==> config.mk <==
export PLATFORM = sky130hd
export DESIGN_NAME = ialu_sqrt
export DESIGN_NICKNAME = d
export VERILOG_FILES = /design/src/rtl/ialu_pkg.sv /design/src/rtl/ialu_sqrt.sv
export SDC_FILE = /design/constraint.sdc
export NUM_CORES = 1
export LEC_CHECK = 0
export ABC_AREA = 1
export BUFFER_PORTS_ARGS = -buffer_cell sky130_fd_sc_hd__buf_4
export CAP_MARGIN = 40
export CORE_MARGIN = 5
export CORE_UTILIZATION = 35
export CTS_BUF_LIST = sky130_fd_sc_hd__clkbuf_4
export DETAILED_ROUTE_END_ITERATION = 12
export PLACE_DENSITY = 0.57
export SYNTH_ARGS = -nofsm -noshare
export SYNTH_HDL_FRONTEND = slang
export SYNTH_SLANG_ARGS = --single-unit
==> constraint.sdc <==
create_clock -name clk -period 4.6 [get_ports clk]
set_input_delay 0.69 -clock clk [delete_from_list [all_inputs] [get_ports clk]]
set_output_delay 0.69 -clock clk [all_outputs]
set_load 0.005 [all_outputs]
==> src/rtl/ialu_pkg.sv <==
package ialu_pkg;

	typedef enum logic [2:0] {
		OP_ADD  = 3'd0,
		OP_SUB  = 3'd1,
		OP_DIV  = 3'd2,
		OP_MUL  = 3'd3,
		OP_POW  = 3'd4,
		OP_SQRT = 3'd5,
		OP_MOD  = 3'd6,
		OP_NONE = 3'd7
	} opcode_t;

	typedef enum logic [2:0] {
		ST_OK       = 3'd0,
		ST_DIVZERO  = 3'd1,
		ST_NEGSQRT  = 3'd2,
		ST_NEGEXP   = 3'd3,
		ST_OVERFLOW = 3'd4
	} status_t;

	// pipeline depth of every unit, set by one quotient bit per stage
	localparam int DIV_STEPS  = 32;
	localparam int LAT        = DIV_STEPS;
	localparam int SQRT_STEPS = 16;
	// exponent bits worth working on; a larger exponent saturates unless the base is 0, 1 or -1
	localparam int EXP_BITS   = 6;
	localparam int POW_STAGES = 1 + 2 * EXP_BITS;

	localparam logic [63:0] RES_MAX = 64'h7FFF_FFFF_FFFF_FFFF;
	localparam logic [63:0] RES_MIN = 64'h8000_0000_0000_0000;

	typedef struct packed {
		opcode_t            opcode;
		logic signed [31:0] operand_a;
		logic signed [31:0] operand_b;
	} req_t;

	typedef struct packed {
		logic signed [63:0] result;
		status_t            status;
	} rsp_t;

	typedef struct packed {
		logic [31:0] q;
		logic [31:0] r;
		logic        qneg;
		logic        rneg;
	} div_res_t;

	typedef struct packed {
		logic [63:0] mag;
		logic        sat;
		logic        neg;
	} pow_res_t;

	function automatic logic [31:0] abs32(input logic signed [31:0] v);
		return v[31] ? 32'(-v) : 32'(v);
	endfunction

endpackage

==> src/rtl/ialu_sqrt.sv <==
module ialu_sqrt import ialu_pkg::*; (
	input  logic               clk,
	input  logic               en,
	input  logic signed [31:0] operand_a,
	output logic [31:0]        root
);

	typedef struct packed {
		logic [31:0] n;
		logic [31:0] root;
	} sq_st_t;

	// one digit of the bitwise root, the trial bit walks down two places a step
	function automatic sq_st_t step(input sq_st_t s, input int k);
		logic [31:0] bitv;
		logic [31:0] trial;
		sq_st_t      o;
		bitv  = 32'h4000_0000 >> (2 * k);
		trial = s.root + bitv;
		o     = s;
		if (s.n >= trial) begin
			o.n    = s.n - trial;
			o.root = (s.root >> 1) + bitv;
		end else begin
			o.root = s.root >> 1;
		end
		return o;
	endfunction

	sq_st_t init;
	sq_st_t nxt [LAT];
	sq_st_t pipe_s [LAT];

	always_comb begin
		init.n    = operand_a[31] ? '0 : 32'(operand_a);
		init.root = '0;
	end

	for (genvar k = 0; k < LAT; k++) begin : g_stage
		if (k == 0) begin : g_first
			assign nxt[k] = step(init, k);
		end else if (k < SQRT_STEPS) begin : g_step
			assign nxt[k] = step(pipe_s[k-1], k);
		end else begin : g_pass
			assign nxt[k] = pipe_s[k-1];
		end
	end

	always_ff @(posedge clk) begin
		if (en) begin
			pipe_s <= nxt;
		end
	end

	assign root = pipe_s[LAT-1].root;

endmodule

==> run_results.csv, run 1 <==
group,metric,value,unit
status,status,"completed",
global_route,grt_pass1_wl,145000,µm
floorplanning,die_area,0.127,mm²
logic_synthesis,netlist_area,0.0421,mm²
critical_path,crit_path_end_kind,"register",
cts,max-clock-path-buffers,3,
timing,maxSlewHeadroom,38.0,%
power_and_ir_drop,p_leak,0.0199,µW
logic_synthesis,synth_ff_type,"edfxtp_1",
global_route,first_global_vias,28200,
timing,fin_ws,1.97,ns
critical_path,cp_cell_sequence,"inv_1, ha_1, nand2_1, inv_2, nand2_1, nand3_2, nand2_1, nand3_2, nand2_2, nand3_4, inv_2, nand2_1, nand2_1",
cts,numCtsBuffers,215,
logic_synthesis,seq_area_frac_synth,62.3,%
logic_synthesis,synth_area_leaders,"edfxtp_1, nand2_1, inv_1",
cts,cts_sinks,872,
route,wl_per_cell,15.0,µm
global_route,antenna_found_initial,2,
power_and_ir_drop,cellPowerDensity,423,mW/mm²
global_route,grt_max_degree,94,
route,drc,0,
critical_path,path_buf_inv,3,
timing,hold_violations,0,
placed_design,dp_hpwl,67200,µm
global_route,track_usage,14.4,%
logic_synthesis,synthCells,4019,
placed_design,port_buffers,49,
logic_synthesis,yosysWarnings,0,
cts,clk_latency,1.09,ns
logic_synthesis,async_flop_share,0,%
critical_path,critPathLaunchType,"register",
placed_design,gp_congestion,0.886,
logic_synthesis,yosysTopAreaCellShare,62.3,%
logic_synthesis,synth_edf_count,872,
timing,report.final.slew_viol_count,0,
floorplanning,floorplan.initialDensity,35.1,%
cts,path_clk_slew,0.06,ns
critical_path,required,5.52,ns
timing,rsz0062_at_grt,"false",
power_and_ir_drop,ir_drop,0.239,mV
route,ant_nets,0,
logic_synthesis,yosysUniqueCellTypes,57,
route,viasPerCell,4.55,
critical_path,slowest_stage,"inv_2",
cts,cts_root_buffer,"clkbuf_4",
timing,layout_min_cycle_time,2.63,ns
placed_design,pre_cts_slack,1.98,ns
timing,fmax,0.380,GHz
route,drt_wl_total,91200,µm
cells_and_area,area_delta_synth_final,13.0,%
logic_synthesis,yosys.area.top_type,"edfxtp_1",
route,drt-initial-drc-count,1458,
critical_path,crit_path_max_fanout,24,
cts,cts_tree,"built",
timing,setup_viol,0,
route,firstDrtPassIters,7,
floorplanning,chipHeight,357,µm
timing,worst_slew_pin_slew,0.929,ns
floorplanning,io_pins,66,
cts,htreeDepth,4,
cells_and_area,drive_gt1_share,13.7,%
global_route,grt_overflow,0,
critical_path,crit_top_cell,"nand2_1",
critical_path,path_delay_family,"simple AND/OR/NAND/NOR gates",
logic_synthesis,ys_ff_latch,872,
critical_path,worstSetupPathType,"reg -> reg",
timing,finalCritPeriodShare,57.2,%
critical_path,critPathArrivalTime,3.55,ns
cells_and_area,final_net_count,4504,
cts,cts_resized,0,
timing,fin_skew,0.0839,ns
route,via_count,27700,
min_path,hp-class,"in -> reg",
floorplanning,core-area,0.120,mm²
critical_path,slowest_delay,0.48,ns
floorplanning,die_width,357,µm
floorplanning,rows,127,
timing,setup_tns,0,ns
run,max_cap_viol_count,0,
logic_synthesis,syn-mean-instance-area,10.5,µm²
-- synth_stat cells, types with 16 or more instances --
| master | count |
|---|---|
| nor2_2 | 21 |
| nor2_1 | 383 |
| edfxtp_1 | 872 |
| ha_1 | 148 |
| nand3b_1 | 27 |
| nand2_1 | 1090 |
| inv_2 | 21 |
| o21ai_0 | 61 |
| nor3_1 | 41 |
| or2_2 | 16 |
| a21oi_2 | 57 |
| nor4_1 | 21 |
| nand4_1 | 68 |
| nand2_2 | 27 |
| xnor2_1 | 49 |
| buf_4 | 36 |
| o21ai_2 | 40 |
| a21oi_1 | 95 |
| nand3_1 | 190 |
| buf_6 | 17 |
| xor2_1 | 60 |
| inv_1 | 583 |
-- area by class of cell --
cell class	count	area [µm²]
sequential	872	26200
clock inverter	57	339
clock buffer	306	2300
timing repair buffer	128	1240
antenna	5	12.5
inverter	608	2290
tap	1612	2020
fill	11700	72100
multi-input combinational	2497	13100
-- worst paths after layout --
check | startpoint | endpoint | slack (ns) | cells after the start
worst min-delay path | en | pipe_s[1599] | 0.19 | 1
worst max-delay path | pipe_s[1222] | pipe_s[1202] | 1.97 | 13
worst max register to register | pipe_s[1222] | pipe_s[1202] | 1.97 | 13
worst min register to register | nxt[841] | nxt[777] | 0.40 | 0
-- routing by layer --
metal,track usage (%),part of all wire (%)
met1,16.3,41
met2,26.1,51
met3,2.80,3.8
met4,7.00,3.6
met5,0,0
-- through the flow --
step,hold WS [ns],total power (µW),util [%],instance area (µm²),cells
finish,0.194,20100,39.7,47500,6085
floorplan,0.400,12900,-,42100,4036
detailed placement,0.405,14000,37.0,44200,5655
global placement,0.401,14000,37.0,44200,5655
CTS,0.0310,20400,39.7,47500,6080
global route,0.0927,21400,39.7,47500,6085
-- power by group --
group,internal [µW],switching (µW),total [µW]
sequential,9740,514,10300
combinational,1300,2370,3670
clock,3130,3050,6180
-- layout by cell type, fill, tap and decap left out, types with 7 or more instances in the layout --
master	synthesis	layout
ha_1	148	148
buf_12	1	9
nand2_1	1090	1090
dlygate4sd3_1	0	62
inv_1	583	583
clkinv_1	1	36
nand4_1	68	68
o21ai_0	61	61
conb_1	1	18
o21ai_2	40	40
clkinv_2	1	8
a21oi_2	57	57
inv_2	21	22
a21boi_0	7	7
or2_2	16	16
o21ai_1	15	15
nor2_1	383	383
edfxtp_1	872	872
xor2_1	60	60
nor3_1	41	41
buf_4	36	56
xnor2_1	49	49
clkbuf_4	0	306
nor4_1	21	21
nand3b_1	27	27
nand2_2	27	27
a21oi_1	95	95
nor2_2	21	21
nand3_1	190	190
nor2_4	8	8
-- kinds of logic (layout without fill, tap and decap cells) --
group           count (synthesis)  after routing  synth area share (%)
compound gates                292            292                  4.53
xor+xnor                      110            110                  2.31
fa+ha+maj                     148            148                  4.40
other cells                     1             23               0.00892
buf+inv                       667           1099                  6.67
simple gates                 1929           1929                  19.8
flops                         872            872                  62.3
-- flip-flops by register name, indices dropped and copies added, names as in the netlist --
register and flops:
pipe_s 600, nxt 256, root 16
-- timing repair --
item                                   in CTS  in global routing
hold buffers                               62                  0
endpoints found under the hold margin      31                  0
setup endpoints to repair                   0                  0
setup buffers                               0                  0
(Power assumes the default switching activity.)
==> run 2: changes to the inputs <==
clock period = 2.57 ns   (was 4.6 ns; I/O delays follow)
==> run 2 against run 1 <==
Compared with the run above: sequential power rose by 79%; highest routed layer unchanged; critical path depth fell by 4; wire length rose by 2.5%; final cell count rose by 1.7%; first-iteration DRC count rose by 16%; non-clock buffer count rose by 78; clock-buffer cell count fell by 6; critical path type unchanged; largest cell class unchanged; cell area rose by 2.0%; largest power group unchanged; clock skew fell by 0.015 ns; sequential share of layout area fell by 1.1 points.
==> run_results.csv, run 2 (synthesis gave the netlist of run 1 again) <==
group,metric,value,unit
status,status,"completed",
timing,setup_tns,0,ns
critical_path,slowest_delay,0.46,ns
cells_and_area,top_register,"pipe_s",
route,drt_wl_total,93500,µm
placed_design,dp_hpwl,69500,µm
power_and_ir_drop,comb_power_share,18.3,%
global_route,grt_pass1_wl,149000,µm
global_route,grt_max_degree,111,
placed_design,gp_congestion,0.862,
power_and_ir_drop,ir_drop,0.436,mV
timing,worst_slew_pin_slew,0.647,ns
global_route,antenna_found_initial,3,
cells_and_area,final_cell_mix,"nand2_1, edfxtp_1, inv_1, nor2_1, clkbuf_4",
route,drt-initial-drc-count,1697,
min_path,hp-class,"in -> reg",
floorplanning,die_area,0.127,mm²
critical_path,critPathArrivalTime,3.21,ns
timing,rsz0062_at_grt,"false",
cells_and_area,area_delta_synth_final,15.2,%
route,firstDrtPassIters,8,
cts,cts_sinks,872,
floorplanning,floorplan.initialDensity,35.1,%
cells_and_area,layout_commonest_cell,"nand2_1",
critical_path,reg2reg_slack,0.20,ns
cts,cts_tree,"built",
global_route,first_global_vias,28800,
timing,hold_violations,0,
cts,numCtsBuffers,214,
timing,setup_viol,0,
timing,maxSlewHeadroom,56.4,%
critical_path,cp_cell_sequence,"inv_1, ha_1, nand2_1, inv_1, nand2_1, nand2_1, nand3b_1, a21oi_1, o21ai_2",
cts,max-clock-path-buffers,3,
critical_path,required,3.40,ns
critical_path,crit_path_max_fanout,4,
route,viasPerCell,4.56,
timing,holdWs,0.254,ns
power_and_ir_drop,seq_power_share,50.3,%
cts,post-cts-setup-buffer-count,0,
critical_path,path_delay_family,"simple AND/OR/NAND/NOR gates",
floorplanning,core-area,0.120,mm²
global_route,track_usage,14.8,%
power_and_ir_drop,intPower,25600,µW
cells_and_area,post-route-util,40.5,%
floorplanning,io_pins,66,
placed_design,pre_cts_slack,0.136,ns
critical_path,critPathLaunchType,"register",
critical_path,regToRegEndpoint,"pipe_s[1271]",
critical_path,path_buf_inv,2,
cts,clk_latency,1.12,ns
critical_path,r2r_start,"pipe_s[1294]",
power_and_ir_drop,cellPowerDensity,754,mW/mm²
cells_and_area,drive_gt1_share,14.6,%
floorplanning,rows,127,
cells_and_area,largest_reg_flops,600,
route,wl_per_cell,15.1,µm
route,drc,0,
cts,path_clk_slew,0.07,ns
run,max_cap_viol_count,0,
cts,cts_root_buffer,"clkbuf_4",
timing,finalCritPeriodShare,92.3,%
placed_design,port_buffers,49,
power_and_ir_drop,p_sw,10900,µW
timing,fin_skew,0.0690,ns
critical_path,crit_top_cell,"nand2_1",
route,via_count,28200,
timing,report.final.slew_viol_count,0,
timing,fin_ws,0.197,ns
cts,htreeDepth,4,
min_path,whs_endpoint,"pipe_s[2041]",
cells_and_area,final_net_count,4581,
route,ant_nets,0,
floorplanning,chipHeight,357,µm
critical_path,worstSetupPathType,"reg -> reg",
timing,fmax,0.421,GHz
cells_and_area,final.fill_count,11700,
global_route,grt_overflow,0,
critical_path,crit_path_end_kind,"register",
timing,layout_min_cycle_time,2.37,ns
min_path,hold_path_startpoint,"operand_a[31]",
min_path,whs_path_depth,3,
critical_path,worstRegToRegCells,9,
power_and_ir_drop,p_total,36500,µW
critical_path,slowest_stage,"edfxtp_1",
power_and_ir_drop,p_leak,0.0203,µW
power_and_ir_drop,switching_share,29.8,%
power_and_ir_drop,clkPwrFrac,31.3,%
floorplanning,die_width,357,µm
## run 2: changes by cell type in the layout (fill, tap and decap cells not counted), sizes merged
cell and change:
buf +46, bufinv +2, clkbuf -6, clkinv +26, clkinvlp -1, diode +3
dlygate4sd3 +32
## run 2: worst register-to-register path, cell delays in order, from the launching register on
cell and delay, ns:
edfxtp_1 0.46, inv_1 0.07, ha_1 0.38, nand2_1 0.16, inv_1 0.06, nand2_1 0.06, nand2_1 0.12, nand3b_1 0.39
a21oi_1 0.38, o21ai_2 0.08
## run 2: power by group through the flow
stage | sequential (µW) | combinational (µW) | clock, µW
final | 18400 | 6690 | 11400
after global routing | 18500 | 7610 | 12800
after CTS | 18400 | 6700 | 12000
after detailed placement | 18700 | 6570 | 0
after global placement | 18700 | 6530 | 0
after floorplan | 18200 | 4830 | 0
## run 2: area by class of cell
class	count	area, µm²	share of cell area [%]
clock inverters	84	528	1.09
inverters	608	2300	4.74
multi-input cells	2497	13100	27.1
flip-flops and latches	872	26200	54.1
repair buffers	206	2000	4.13
clock buffers	300	2250	4.65
well taps	1612	2020	4.16
diodes	8	20.0	0.0413
## run 2: routing by layer
metal	global-route usage [%]	wire length (µm)	up-vias
li1	-	-	14300
met1	17.5	39600	13100
met2	26.1	47000	575
met3	2.73	3430	206
met4	6.72	3460	0
met5	0	0	-
## run 2: worst max path at each step
stage	startpoint	end	slack (ns)	cells past startpoint
3_3_place_gp	pipe_s[1583]	pipe_s[1526]	0.11	11
5_1_grt	pipe_s[1717]	pipe_s[1660]	0.04	11
6_report	pipe_s[1294]	pipe_s[1271]	0.20	9
2_1_floorplan	pipe_s[1327]	pipe_s[1259]	0.64	13
4_1_cts	pipe_s[1785]	pipe_s[1719]	0.10	10
3_5_place_dp	pipe_s[1583]	pipe_s[1526]	0.14	11
## run 2: what timing repair did
item | 4_1_cts | 5_1_grt
hold buffers | 94 | 0
gates resized for setup | 0 | 4
setup endpoints to repair | 0 | 14
endpoints found under the hold margin | 736 | 0
## run 2: stage by stage
step           area (µm²)  instances
2_1_floorplan       42100       4036
3_3_place_gp        44700       5701
3_5_place_dp        44700       5701
4_1_cts             48400       6179
5_1_grt             48400       6186
6_report            48400       6187
